[src/checked_int64_alu_assert.svh]
// Assertion macros for the checked 64-bit integer unit.
`ifndef CHECKED_INT64_ALU_ASSERT_SVH
`define CHECKED_INT64_ALU_ASSERT_SVH
// Implication checked at every clock edge outside reset.
`define CIA_ASSERT_IMP(label, ante, cons) \
  label: assert property (@(posedge clk) disable iff (rst) (ante) |-> (cons)) \
    else $error("assertion failed");
// Implication whose consequent is checked in the cycle after the antecedent.
`define CIA_ASSERT_NEXT(label, ante, cons) \
  label: assert property (@(posedge clk) disable iff (rst) (ante) |=> (cons)) \
    else $error("assertion failed");
`endif

[src/cia_pkg.sv]
// ----------------------------------------------------------------------------
// Checked 64-bit integer unit package
// Operation and status codes, stage payload type and shared constants.
// ----------------------------------------------------------------------------
package cia_pkg;
  localparam int unsigned DataWidth = 64;
  localparam int unsigned NumCells = 64;

  typedef enum logic [2:0] {
    KIND_ADD = 3'd0,
    KIND_SUB = 3'd1,
    KIND_MUL = 3'd2,
    KIND_DIV = 3'd3,
    KIND_REM = 3'd4
  } kind_t;

  typedef enum logic [1:0] {
    ST_OK = 2'd0,
    ST_OVF = 2'd1,
    ST_DIV0 = 2'd2
  } status_t;

  typedef struct packed {
    logic valid;
    logic [2:0] kind;
    logic neg_q;
    logic neg_r;
    logic [63:0] rem;
    logic [63:0] quo;
    logic [63:0] divisor;
    logic [63:0] value;
    logic [1:0] status;
    logic done;
  } stage_t;
endpackage

[src/cia_cell.sv]
// ----------------------------------------------------------------------------
// Checked 64-bit integer unit arithmetic cell
// One restoring division step or one shift-and-add multiply step; passes the
// item on to the next cell.
// ----------------------------------------------------------------------------
module cia_cell import cia_pkg::*; (
  input  logic   clk,
  input  logic   rst,
  input  logic   en,
  input  stage_t din,
  output stage_t dout
);
  stage_t s_next;
  logic [64:0] trial;
  logic [64:0] shifted;
  logic [64:0] sum;

  always_comb begin
    s_next = din;
    shifted = {din.rem, din.quo[63]};
    trial = shifted - {1'b0, din.divisor};
    sum = {1'b0, din.rem} + (din.quo[0] ? {1'b0, din.divisor} : 65'd0);
    if (!din.done) begin
      if (din.kind == KIND_MUL) begin
        s_next.rem = sum[64:1];
        s_next.quo = {sum[0], din.quo[63:1]};
      end else if (!trial[64]) begin
        s_next.rem = trial[63:0];
        s_next.quo = {din.quo[62:0], 1'b1};
      end else begin
        s_next.rem = shifted[63:0];
        s_next.quo = {din.quo[62:0], 1'b0};
      end
    end
  end

  always_ff @(posedge clk) begin
    if (rst) dout.valid <= 1'b0;
    else if (en) dout <= s_next;
  end
endmodule

[config.mk]
export PLATFORM = sky130hd
export DESIGN_NAME = cia_cell
export DESIGN_NICKNAME = d
export VERILOG_FILES = /design/src/checked_int64_alu_assert.svh /design/src/cia_pkg.sv /design/src/cia_cell.sv
export SDC_FILE = /design/constraint.sdc
export NUM_CORES = 1
export LEC_CHECK = 0
export ABC_AREA = 1
export BUFFER_PORTS_ARGS = -buffer_cell sky130_fd_sc_hd__buf_2
export CORE_ASPECT_RATIO = 0.8
export CORE_MARGIN = 3
export CORE_UTILIZATION = 50
export DETAILED_ROUTE_END_ITERATION = 7
export PLACE_DENSITY = 0.75
export SLEW_MARGIN = 20
export SYNTH_ARGS = -nofsm -noshare
export SYNTH_HDL_FRONTEND = slang
export SYNTH_SLANG_ARGS = --single-unit
[constraint.sdc]
create_clock -name clk -period 18.14 [get_ports clk]
set_input_delay 0.907 -clock clk [delete_from_list [all_inputs] [get_ports clk]]
set_output_delay 0.907 -clock clk [all_outputs]
set_load 0.005 [all_outputs]
==> results.cfg <==
[outcome]
outcome = finished, final reports clean

[power]
power_density_nw_per_um2 = 73.7
power.switching_uw = 723
power_frac_clock = 0.325
intPower_mw = 1.30
pwr-share-seq = 0.370
total_leakage_power_nw = 15.0
swShare = 0.357
pwr-share-comb = 0.305
peakVddDrop_uv = 75.9

[finish]
top_regs = dout: 265 flops
layout-drive-gt1-share = 0.150
fillers = 4517
area_delta_synth_final_pct = 18.3
regMostFlops = dout
final_util = 0.609
largest_register_ffs = 265
num-nets-final = 4541
instances_no_fill = 4771

[sta]
worst_pin_slew_ns = 1.07
setup-tns-final_ns = 0
slew_headroom = 0.284
max_freq_ghz = 0.242
hold_violations = 0
fin_hold_ws_ns = 0.471
setup_viol = 0
drv_slew = 0
fin_skew_ns = 0
finalCritPeriodShare = 0.228
rsz0062_at_grt = false
period_minus_slack_ns = 4.14

[route]
vias = 25700
drt_iter0_markers = 3204
drc = 0
drtPass1Iterations = 6
detail-route-antenna-nets = 0
wirelength_mm = 97.4
drt-vias-per-instance = 5.39
wl_per_cell_um = 20.4

[yosys]
synth_area_leader_cell = edfxtp_1
synth.cell_area_um2 = 23200
yosysWarnings = 0
syn_inst = 3641
ys_top_cells_by_area = edfxtp_1 34%, nand2_1 22%, inv_1 11%
syn_area_per_cell_um2 = 6.38
ys.flop_type = edfxtp_1
synthTopCellsByCount = 1,334 x nand2_1, 699 x inv_1, 322 x nor2_1
yosysUniqueCellTypes = 45
ys_seq_area_frac = 0.342
ys_ff_latch = 265
synth_edf_count = 264
postSynth.asyncResetShare = 0
synth_nets = 4039
yosysMostFrequentCell = nand2_1
yosysTopAreaCellShare = 0.341

[clocking]
clk_latency_ns = 0.59
post_cts_buffers = 0
cts_buffer_depth = 3
cts_root_buffer = clkbuf_16
hold_buffers = 0
clock_sinks = 265
cts_buffers = 31
cts_tree = done
htreeDepth = 1
clkTransAtPathRegs_ns = 0.07
post_cts_resized = 0

[flow_run]
drv_cap = 0

[global_routing]
gr-usage-met2 = 0.577
met1_usage = 0.534
grt_pass1_wl_mm = 141
met3_usage = 0.0912
grt-ovfl-total = 0
antenna_found_initial = 5
grt_pass1_vias = 23000
grt_max_degree = 141
grt_use_total = 0.381
grt.busiest_layer = met2

[min_path]
hold_path_class = primary input to register
holdCritStartpoint = din[16]

[die]
die_h_um = 199
start_util = 0.515
core_um2 = 45200
fp-row-count = 69
die_x_um = 247
ios = 533
dieArea_um2 = 49100

[placed_design]
placed_cells = 4713
place.gp.congestion = 1.05
hpwl_mm = 78.8
port_buffers = 532

[worst_setup_path]
startpoint = din[131]
arrival_ns = 4.48
crit_type = primary input to register
reg2reg_slack_ns = 17.55
required_ns = 18.49
end_kind = register
cp_max_fo = 66
cp-start-kind = primary input
r2r-start = dout[264]
==> worst paths after layout <==
path	end	depth (start not counted)
max	dout[242]	19
max reg2reg	dout[264]	2
min reg2reg	dout[264]	2
min	dout[16]	1
==> final cells by class <==
type	count	area, µm²	share of cell area
Clock inverter	23	254	0.00924
Multi-Input combinational cell	2597	12300	0.449
Antenna cell	1	2.50	0.0000911
Sequential cell	265	7950	0.289
Clock buffer	34	787	0.0286
Tap cell	603	754	0.0275
Inverter	704	2650	0.0964
Timing Repair Buffer	544	2760	0.100
==> worst max-delay path: stages <==
cell	delay, ns
buf_2	0.08
buf_4	0.59
nand2_1	0.11
inv_1	0.12
ha_1	0.24
fa_1	0.31
nand2_1	0.10
o21ai_0	0.63
a21oi_1	0.23
o21bai_1	0.34
nand2_1	0.14
nand2_1	0.16
nand2_1	0.13
nand2_1	0.11
nand2_1	0.05
nand3_1	0.07
nand2_1	0.06
nand2_1	0.05
nand2_1	0.05
==> metrics by stage <==
step	setup WS [ns]	total power, mW	area [µm²]
after floorplan	5.21	1.13	23200
after global placement	13.72	1.35	26400
after detailed placement	13.60	1.36	26400
after CTS	14.18	2.01	27500
after global routing	13.75	2.12	27500
final	14.00	2.02	27500
==> logic make-up after synthesis <==
logic type / after synthesis / share of synthesized area
flops: 265 / 0.342
fa+ha+maj: 130 / 0.0707
simple gates: 1935 / 0.335
buf+inv: 779 / 0.128
xor+xnor: 38 / 0.0143
compound gates: 494 / 0.110
==> routing by layer <==
metal / vias up / share of wire
met5: - / 0.00054
met4: 8 / 0.038
met3: 191 / 0.12
met2: 1554 / 0.43
met1: 11500 / 0.41
li1: 12400 / -
==> placed cells by master, fill, tap and decap left out, types with 24 or more instances in the layout <==
master	synthesis	routed
buf_2	10	531
nand3_1	163	163
clkbuf_16	0	31
nand2_1	1334	1334
a21oi_1	305	305
inv_1	699	699
o21ai_0	143	143
xor2_1	24	24
nor2_1	322	321
edfxtp_1	264	264
nor3_1	30	30
nand3b_1	28	28
ha_1	128	128
==> power by group through the flow <==
stage | Clock (mW) | Combinational, mW | Sequential, mW
6_report | 0.658 | 0.617 | 0.749
5_1_grt | 0.686 | 0.679 | 0.752
4_1_cts | 0.662 | 0.602 | 0.748
3_5_place_dp | 0 | 0.598 | 0.760
3_3_place_gp | 0 | 0.595 | 0.760
2_1_floorplan | 0 | 0.357 | 0.771
Power figures use the tool's default switching activity.
